## config.mk

```make
export PLATFORM = sky130hd
export DESIGN_NAME = timed_command_queue
export DESIGN_NICKNAME = d
export VERILOG_FILES = /design/src/hdl/tcq_pkg.sv /design/src/hdl/timed_command_queue.sv /design/src/hdl/tcq_alu.sv /design/src/hdl/tcq_engine.sv
export SDC_FILE = /design/constraint.sdc
export NUM_CORES = 2
export LEC_CHECK = 0
export BUFFER_PORTS_ARGS = -buffer_cell sky130_fd_sc_hd__buf_2
export CORE_ASPECT_RATIO = 0.75
export CORE_MARGIN = 4
export CORE_UTILIZATION = 59
export DETAILED_ROUTE_END_ITERATION = 6
export PLACE_DENSITY = 0.77
export SKIP_CTS_REPAIR_TIMING = 1
export SLEW_MARGIN = 40
export SYNTH_ARGS = -nofsm -noshare
export SYNTH_HDL_FRONTEND = slang
export SYNTH_SLANG_ARGS = --single-unit
```

## constraint.sdc

```tcl
create_clock -name clk_i -period 7.9 [get_ports clk_i]
set_clock_uncertainty 0.15 [all_clocks]
set_input_delay 1.58 -clock clk_i [delete_from_list [all_inputs] [get_ports clk_i]]
set_output_delay 1.58 -clock clk_i [all_outputs]
set_load 0.02 [all_outputs]
```

## src/hdl/tcq_pkg.sv

```systemverilog
package tcq_pkg;

  localparam int unsigned CQ_DEPTH = 16;

  localparam int unsigned TIME_W    = 32;
  localparam int unsigned TAG_W     = 16;
  localparam int unsigned CMD_W     = 2;
  localparam int unsigned STATUS_W  = 2;
  localparam int unsigned PENDING_W = 5;
  localparam int unsigned SPAN_W    = 31;

  localparam int unsigned IN_DATA_W  = 56;
  localparam int unsigned OUT_DATA_W = 88;

  // Command codes
  localparam logic [CMD_W-1:0] CMD_INSERT = 2'd0;
  localparam logic [CMD_W-1:0] CMD_POP    = 2'd1;
  localparam logic [CMD_W-1:0] CMD_PULL   = 2'd2;

  // Status codes
  localparam logic [STATUS_W-1:0] ST_INSERTED = 2'd0;
  localparam logic [STATUS_W-1:0] ST_REMOVED  = 2'd1;
  localparam logic [STATUS_W-1:0] ST_NOTHING  = 2'd2;
  localparam logic [STATUS_W-1:0] ST_FULL     = 2'd3;

  typedef enum logic {
    ALU_LT,
    ALU_SUBSAT
  } tcq_alu_op_e;

  typedef struct packed {
    logic signed [TIME_W-1:0] evt_time;
    logic [TAG_W-1:0]         evt_tag;
  } tcq_entry_t;

  typedef struct packed {
    logic [CMD_W-1:0]         cmd;
    logic signed [TIME_W-1:0] time_value;
    logic [TAG_W-1:0]         command_tag;
  } tcq_req_t;

  typedef struct packed {
    logic [STATUS_W-1:0]      status;
    logic [TAG_W-1:0]         out_tag;
    logic signed [TIME_W-1:0] out_time;
    logic [PENDING_W-1:0]     pending_count;
    logic [SPAN_W-1:0]        span_time;
  } tcq_result_t;

endpackage

```

## src/hdl/timed_command_queue.sv

```systemverilog
// Operation: insert into a non-empty queue walks from the tail toward the head, shifting each
//   later entry up one slot; pop or pull takes the head and shifts every entry behind it down;
//   a pop not yet due leaves the queue as it is. Insert into an empty or full queue, pop or pull
//   on an empty queue and the unused code go straight to S_FIN, where each result waits.
// Throughput: one request at a time, the next one accepted in the cycle after the result loads;
//   the entry store does one write and one registered read per cycle, moving one entry each.
// Reset: asynchronous, active low; empties the queue and clears time_offset to zero.
module timed_command_queue
  import tcq_pkg::*;
#(
  parameter int unsigned DEPTH = CQ_DEPTH
) (
  input  logic                  clk_i,
  input  logic                  rst_ni,
  // Request stream
  input  logic                  s_axis_tvalid,
  output logic                  s_axis_tready,
  // [1:0] cmd, [33:2] time_value, [49:34] command_tag, [55:50] zero
  input  logic [IN_DATA_W-1:0]  s_axis_tdata,
  // Result stream
  output logic                  m_axis_tvalid,
  input  logic                  m_axis_tready,
  // [1:0] status, [17:2] out_tag, [49:18] out_time, [54:50] pending_count,
  // [85:55] span_time, [87:86] zero
  output logic [OUT_DATA_W-1:0] m_axis_tdata,
  // time_offset register write
  input  logic                  cfg_we_i,
  input  logic [TIME_W-1:0]     cfg_wdata_i
);

  logic signed [TIME_W-1:0] time_offset_q;
  tcq_req_t    req;
  tcq_result_t res;
  logic        eng_idle;
  logic        res_valid;
  logic        res_ready;
  logic        m_valid_q;
  logic [OUT_DATA_W-1:0] m_data_q;

  // Hold the offset until the next write.
  always_ff @(posedge clk_i or negedge rst_ni) begin
    if (!rst_ni) begin
      time_offset_q <= '0;
    end else if (cfg_we_i) begin
      time_offset_q <= cfg_wdata_i;
    end
  end

  // Unpack the request fields from the lowest bit up.
  assign req.cmd         = s_axis_tdata[CMD_W-1:0];
  assign req.time_value  = s_axis_tdata[CMD_W+TIME_W-1:CMD_W];
  assign req.command_tag = s_axis_tdata[CMD_W+TIME_W+TAG_W-1:CMD_W+TIME_W];

  // The engine takes a request only while it sits idle.
  assign s_axis_tready = eng_idle;

  tcq_engine #(
    .DEPTH (DEPTH)
  ) u_engine (
    .clk_i       (clk_i),
    .rst_ni      (rst_ni),
    .start_i     (s_axis_tvalid & eng_idle),
    .req_i       (req),
    .offset_i    (time_offset_q),
    .idle_o      (eng_idle),
    .res_valid_o (res_valid),
    .res_ready_i (res_ready),
    .res_o       (res)
  );

  // Output register: load a new result whenever the slot is free or being drained,
  // so the engine can return to idle while the previous result waits downstream.
  assign res_ready = !m_valid_q || m_axis_tready;

  always_ff @(posedge clk_i or negedge rst_ni) begin
    if (!rst_ni) begin
      m_valid_q <= 1'b0;
    end else if (res_valid && res_ready) begin
      m_valid_q <= 1'b1;
    end else if (m_axis_tready) begin
      m_valid_q <= 1'b0;
    end
  end

  always_ff @(posedge clk_i) begin
    if (res_valid && res_ready) begin
      m_data_q <= {2'b00, res.span_time, res.pending_count, res.out_time,
                   res.out_tag, res.status};
    end
  end

  assign m_axis_tvalid = m_valid_q;
  assign m_axis_tdata  = m_data_q;

endmodule

```

## src/hdl/tcq_alu.sv

```systemverilog
module tcq_alu
  import tcq_pkg::*;
(
  input  tcq_alu_op_e              op_i,
  input  logic signed [TIME_W-1:0] a_i,
  input  logic signed [TIME_W-1:0] b_i,
  output logic signed [TIME_W-1:0] y_o
);

  logic signed [TIME_W:0] diff;

  // One sign-extended subtract serves both operations.
  assign diff = {a_i[TIME_W-1], a_i} - {b_i[TIME_W-1], b_i};

  always_comb begin
    unique case (op_i)
      ALU_LT: begin
        y_o = {{(TIME_W-1){1'b0}}, diff[TIME_W]};
      end
      ALU_SUBSAT: begin
        if (diff[TIME_W] != diff[TIME_W-1]) begin
          // clamp on overflow
          y_o = diff[TIME_W] ? {1'b1, {(TIME_W-1){1'b0}}} : {1'b0, {(TIME_W-1){1'b1}}};
        end else begin
          y_o = diff[TIME_W-1:0];
        end
      end
      default: y_o = '0;
    endcase
  end

endmodule

```

## src/hdl/tcq_engine.sv

```systemverilog
module tcq_engine
  import tcq_pkg::*;
#(
  parameter int unsigned DEPTH = CQ_DEPTH
) (
  input  logic                     clk_i,
  input  logic                     rst_ni,
  input  logic                     start_i,
  input  tcq_req_t                 req_i,
  input  logic signed [TIME_W-1:0] offset_i,
  output logic                     idle_o,
  output logic                     res_valid_o,
  input  logic                     res_ready_i,
  output tcq_result_t              res_o
);

  localparam int unsigned IW = $clog2(DEPTH);
  localparam int unsigned CW = $clog2(DEPTH + 1);

  typedef enum logic [2:0] {
    S_IDLE,
    S_INS,
    S_INS_LAST,
    S_RM_HEAD,
    S_RM_SHIFT,
    S_FIN
  } state_e;

  // Entry store, one write and one registered read per cycle
  tcq_entry_t mem [DEPTH];
  tcq_entry_t rdata_q;
  logic       mem_we;
  logic       mem_re;
  logic [IW-1:0] mem_waddr;
  logic [IW-1:0] mem_raddr;
  tcq_entry_t mem_wdata;

  always_ff @(posedge clk_i) begin
    if (mem_we) begin
      mem[mem_waddr] <= mem_wdata;
    end
    if (mem_re) begin
      rdata_q <= mem[mem_raddr];
    end
  end

  state_e state_q, state_d;
  logic [CW-1:0] count_q, count_d;
  logic [IW-1:0] idx_q, idx_d;
  logic signed [TIME_W-1:0] tv_q, tv_d;
  logic [TAG_W-1:0] tag_q, tag_d;
  logic signed [TIME_W-1:0] tail_q, tail_d;
  logic pop_q, pop_d;
  logic [STATUS_W-1:0] status_q, status_d;
  tcq_entry_t out_q, out_d;

  tcq_alu_op_e alu_op;
  logic signed [TIME_W-1:0] alu_a, alu_b, alu_y;
  logic alu_lt;
  logic [IW-1:0] last_idx;

  tcq_alu u_alu (
    .op_i (alu_op),
    .a_i  (alu_a),
    .b_i  (alu_b),
    .y_o  (alu_y)
  );

  assign alu_lt   = alu_y[0];
  assign last_idx = IW'(count_q - CW'(1));

  always_comb begin
    alu_op = (state_q == S_IDLE) ? ALU_SUBSAT : ALU_LT;
    alu_a  = (state_q == S_IDLE) ? req_i.time_value : tv_q;
    alu_b  = (state_q == S_IDLE) ? offset_i : rdata_q.evt_time;
  end

  always_comb begin
    state_d   = state_q;
    count_d   = count_q;
    idx_d     = idx_q;
    tv_d      = tv_q;
    tag_d     = tag_q;
    tail_d    = tail_q;
    pop_d     = pop_q;
    status_d  = status_q;
    out_d     = out_q;
    mem_we    = 1'b0;
    mem_re    = 1'b0;
    mem_waddr = '0;
    mem_raddr = '0;
    mem_wdata = '0;

    unique case (state_q)
      S_IDLE: begin
        if (start_i) begin
          tag_d    = req_i.command_tag;
          pop_d    = (req_i.cmd == CMD_POP);
          tv_d     = (req_i.cmd == CMD_POP) ? alu_y : req_i.time_value;
          out_d    = '0;
          status_d = ST_NOTHING;
          unique case (req_i.cmd)
            CMD_INSERT: begin
              if (count_q == CW'(DEPTH)) begin
                status_d = ST_FULL;
                state_d  = S_FIN;
              end else if (count_q == '0) begin
                mem_we    = 1'b1;
                mem_waddr = '0;
                mem_wdata = '{evt_time: req_i.time_value, evt_tag: req_i.command_tag};
                tail_d    = req_i.time_value;
                count_d   = CW'(1);
                status_d  = ST_INSERTED;
                state_d   = S_FIN;
              end else begin
                // walk from the tail toward the head
                mem_re    = 1'b1;
                mem_raddr = last_idx;
                idx_d     = last_idx;
                state_d   = S_INS;
              end
            end
            CMD_POP, CMD_PULL: begin
              if (count_q == '0) begin
                state_d = S_FIN;
              end else begin
                mem_re    = 1'b1;
                mem_raddr = '0;
                idx_d     = '0;
                state_d   = S_RM_HEAD;
              end
            end
            default: state_d = S_FIN;
          endcase
        end
      end

      S_INS: begin
        mem_we    = 1'b1;
        mem_waddr = IW'(idx_q + IW'(1));
        if (alu_lt) begin
          // shift this entry up one slot
          mem_wdata = rdata_q;
          if (idx_q == '0) begin
            state_d = S_INS_LAST;
          end else begin
            mem_re    = 1'b1;
            mem_raddr = IW'(idx_q - IW'(1));
            idx_d     = IW'(idx_q - IW'(1));
          end
        end else begin
          mem_wdata = '{evt_time: tv_q, evt_tag: tag_q};
          if (idx_q == last_idx) begin
            tail_d = tv_q;
          end
          count_d  = CW'(count_q + CW'(1));
          status_d = ST_INSERTED;
          state_d  = S_FIN;
        end
      end

      S_INS_LAST: begin
        mem_we    = 1'b1;
        mem_waddr = '0;
        mem_wdata = '{evt_time: tv_q, evt_tag: tag_q};
        count_d   = CW'(count_q + CW'(1));
        status_d  = ST_INSERTED;
        state_d   = S_FIN;
      end

      S_RM_HEAD: begin
        if (pop_q && alu_lt) begin
          state_d = S_FIN;
        end else begin
          out_d    = rdata_q;
          status_d = ST_REMOVED;
          if (count_q == CW'(1)) begin
            count_d = '0;
            state_d = S_FIN;
          end else begin
            mem_re    = 1'b1;
            mem_raddr = IW'(1);
            idx_d     = IW'(1);
            state_d   = S_RM_SHIFT;
          end
        end
      end

      S_RM_SHIFT: begin
        mem_we    = 1'b1;
        mem_waddr = IW'(idx_q - IW'(1));
        mem_wdata = rdata_q;
        if (idx_q == last_idx) begin
          count_d = CW'(count_q - CW'(1));
          state_d = S_FIN;
        end else begin
          mem_re    = 1'b1;
          mem_raddr = IW'(idx_q + IW'(1));
          idx_d     = IW'(idx_q + IW'(1));
        end
      end

      S_FIN: begin
        if (res_ready_i) begin
          state_d = S_IDLE;
        end
      end

      default: state_d = S_IDLE;
    endcase
  end

  always_ff @(posedge clk_i or negedge rst_ni) begin
    if (!rst_ni) begin
      state_q  <= S_IDLE;
      count_q  <= '0;
      idx_q    <= '0;
      pop_q    <= 1'b0;
      status_q <= ST_NOTHING;
      tv_q     <= '0;
      tag_q    <= '0;
      tail_q   <= '0;
      out_q    <= '0;
    end else begin
      state_q  <= state_d;
      count_q  <= count_d;
      idx_q    <= idx_d;
      pop_q    <= pop_d;
      status_q <= status_d;
      tv_q     <= tv_d;
      tag_q    <= tag_d;
      tail_q   <= tail_d;
      out_q    <= out_d;
    end
  end

  assign idle_o      = (state_q == S_IDLE);
  assign res_valid_o = (state_q == S_FIN);

  always_comb begin
    res_o.status        = status_q;
    res_o.out_tag       = out_q.evt_tag;
    res_o.out_time      = out_q.evt_time;
    res_o.pending_count = PENDING_W'(count_q);
    // the tail entry is the latest stored time
    if (count_q == '0 || tail_q[TIME_W-1]) begin
      res_o.span_time = '0;
    end else begin
      res_o.span_time = tail_q[SPAN_W-1:0];
    end
  end

endmodule
```

==> metrics.log <==
[metrics] overall global routing resource usage: 28.9%
[metrics] die outline width: 330 um
[metrics] xor/xnor share of the synthesized area: 0.647%
[metrics] number of clock sinks: 1,078
[metrics] async set or reset register ratio after synthesis: 16.3%
[metrics] number of global-route vias before repair: 29,669
[metrics] ys flop type: edfxtp_1
[metrics] worst-margin pin slew: 0.890 ns
[metrics] total number of vias: 31,327
[metrics] endpoint required time on the critical path: 8.05 ns
[metrics] internal reg-to-reg setup slack: 1.18 ns
[metrics] core footprint: 0.0770 mm^2
[metrics] synthesized-area fraction occupied by adder cells: 1.16%
[metrics] area fraction in and, or, nand and nor cells after synthesis: 13.1%
[metrics] register bit count reported by yosys: 1,078
[metrics] HPWL Detailed: 68,500 um
[metrics] net total in the final layout: 3,903
[metrics] share of the core filled with cells: 66.9%
[metrics] largest area contributor in the synthesized netlist: edfxtp_1
[metrics] layout cell share with drive strength beyond 1: 14.3%
[metrics] Remaining Overflow, GRT: 0
[metrics] part of the cycle the worst path needs: 85.1%
[metrics] kind of path behind the tightest hold check: register to register
[metrics] final setup vio count: 0
[metrics] post-route DRC violation count: 2
[metrics] sort of element at the start of the critical path: register
[metrics] maximum fanout encountered on the critical timing path: 32
[metrics] critical path arrival: 6.87 ns
[metrics] multiplexer share of the synthesized area: 2.37%
[metrics] gate count after technology mapping: 3,642
[metrics] Worst Hold Depth: 0
[metrics] end point of the most critical hold path: m_axis_tdata[7]
[metrics] post-route ant nets: 0
[metrics] number of antenna violations at the first check in global routing: 6
[metrics] relative max-transition margin: 40.7%
[metrics] clock tree from TritonCTS: yes
[metrics] mean area per synthesized cell: 12.6 um^2
[metrics] setup TNS: 0 ns
[metrics] number of distinct standard cells referenced by the synthesized netlist: 83
[metrics] outcome: complete, but fails checks
[metrics] overall die height: 249 um
[metrics] area after detailed placement: 0.0482 mm^2
[metrics] number of violations of the max-capacitance limit: 0
[metrics] number of vias per cell after detailed routing: 6.40
[metrics] register area share after synthesis: 68.7%
[metrics] routed wire length per instance: 24.7 um
[metrics] Netlist Area Pre-Place: 0.0458 mm^2
[metrics] DRC violation total after the first TritonRoute iteration: 5,103
[metrics] Final Max Tran Viols: 0
[metrics] row count: 88
[metrics] share of the synthesized area in the top cell type: 59.1%
[metrics] num ports: 183
[metrics] TritonCTS Buffers: 100
[metrics] total detailed-routing wirelength: 121,000 um
[metrics] compound-gate portion of the synthesized area: 10.9%
[metrics] detailed-routing iteration count for the pre-antenna-repair pass: 7
[metrics] capturing element type of the critical path: register
[metrics] count of port buffers added during placement: 174
[metrics] most frequent cell after synthesis: edfxtp_1
[metrics] CTS max path bufs: 3
[metrics] die area: 0.0822 mm^2
[metrics] Post-synth top cells: edfxtp_1 (902), nand2_1 (740), nand3_1 (205)
[metrics] number of enable-type register cells in the synthesized netlist: 902
[metrics] RSZ-0062 raised after global routing: no
[metrics] Starting Density: 59.5%
[metrics] wire length of the first global-routing pass: 181,000 um
[metrics] violated checks: design-rule violations
[metrics] Hold Crit Start: u_engine.res_o[73]
[metrics] signed area change from the synthesized netlist to the final layout: 12.4%
[metrics] category of the most critical setup path: register to register
[metrics] endpoint of the most critical register-to-register path: u_engine.mem[15][35]
[metrics] Worst-path clk slew: 0.06 ns
[metrics] highest attainable clock frequency: 0.149 GHz
[metrics] top cells by area in the synthesized netlist: edfxtp_1 (59%), dfrtp_1 (9.6%), nand2_1 (6.1%)
[metrics] H-tree depth: 3
[metrics] final worst path period need: 6.72 ns
[metrics] length in cells of the worst reg-to-reg path: 17
[metrics] dominant combinational cell family by area after synthesis: simple AND/OR/NAND/NOR gates
[metrics] startpoint of the worst register-to-register path: u_engine.state_q[1]
[metrics] Final Hold Fails: 0
[metrics] clock latency of the later-clocked register in the worst-skew pair: 0.69 ns
[metrics] number of synthesis warnings: 0
[metrics] cell area after layout: 0.0515 mm^2
[metrics] pin count of the biggest net entering global routing: 141
[metrics] routability congestion estimate: 0.938
[metrics] clock root buffer: clkbuf_16
[cells in the final DEF (no fill, tap or decap), types with 40 or more instances in the layout]
cell / synthesis / final
a21oi_1: 202 / 201
a222oi_1: 48 / 48
and2_1: 41 / 40
buf_2: 51 / 173
buf_4: 10 / 72
clkbuf_16: 0 / 101
dfrtp_1: 175 / 175
edfxtp_1: 902 / 902
ha_1: 41 / 41
inv_1: 72 / 72
mux2i_1: 68 / 68
nand2_1: 740 / 736
nand3_1: 205 / 205
nor2_1: 65 / 44
o21ai_0: 142 / 141
o22ai_1: 100 / 100
o31ai_1: 95 / 95
or3_1: 196 / 195
[registers in the layout, indices dropped and copies added (netlist names)]
signal and flops:
m_axis_tdata 86, m_axis_tvalid 1, time_offset_q 32, u_engine.count_q 5
u_engine.idx_q 4, u_engine.mem 768, u_engine.pop_q 1, u_engine.rdata_q 48
u_engine.res_o 48, u_engine.state_q 3, u_engine.status_q 2, u_engine.tag_q 16
u_engine.tail_q 32, u_engine.tv_q 32
[through the flow]
stage / instances / hold WS (ns) / worst slack, ns
2_1_floorplan: 3643 / 0.269 / 1.99
3_3_place_gp: 4692 / 0.279 / 1.11
3_5_place_dp: 4700 / 0.280 / 1.03
4_1_cts: 4887 / 0.295 / 1.33
5_1_grt: 4890 / 0.300 / 1.01
6_report: 4892 / 0.293 / 1.18
[critical path, cell delays in order (launching register included)]
cell and delay, ns:
dfrtp_1 0.36, buf_4 0.18, or3_4 0.48, buf_4 0.33
mux2i_1 0.18, ha_1 0.29, fa_1 0.50, nand2b_1 0.20
a21oi_1 0.20, o211ai_1 0.25, a21boi_2 0.43, nor2_1 0.13
o221a_2 0.38, and3_1 0.29, nand2_1 0.10, nand2_2 0.48
a222oi_1 0.91, inv_1 0.46
[kinds of logic (layout without fill, tap and decap cells)]
| family | Yosys count | count (layout) |
|---|---|---|
| xor+xnor | 33 | 33 |
| simple gates | 1317 | 1317 |
| fa+ha+maj | 42 | 42 |
| buf+inv | 324 | 534 |
| compound gates | 743 | 743 |
| mux | 104 | 104 |
| other cells | 1 | 6 |
| flops | 1078 | 1078 |
[layout make-up]
type | count | area, um^2
Sequential cell | 1078 | 31500
Fill cell | 5356 | 25500
Multi-Input combinational cell | 2241 | 13200
Clock buffer | 128 | 2650
Timing Repair Buffer | 274 | 1940
Tap cell | 1035 | 1290
Clock inverter | 59 | 606
Inverter | 73 | 274
Antenna cell | 4 | 10.0
[how the worst max path moves through the flow]
stage,to,cells after the start,start
6_report,u_engine.mem[15][35],17,u_engine.state_q[1]
5_1_grt,u_engine.mem[13][5],19,u_engine.state_q[1]
4_1_cts,u_engine.mem[8][5],18,u_engine.state_q[1]
3_5_place_dp,u_engine.mem[3][5],16,s_axis_tdata[2]
2_1_floorplan,m_axis_tdata[0],2,m_axis_tready
3_3_place_gp,u_engine.mem[9][5],16,s_axis_tdata[2]
[metal layers]
layer / global-route usage (%) / up-vias / wire length, um
met5: 0 / - / 30
met4: 9.93 / 6 / 3950
met3: 5.95 / 276 / 14400
met2: 44.4 / 1978 / 55200
met1: 41.6 / 15258 / 47300
li1: - / 13809 / -
Power is not shown: default switching activity piles up to over one toggle a cycle in this logic, so the estimate is an artifact.
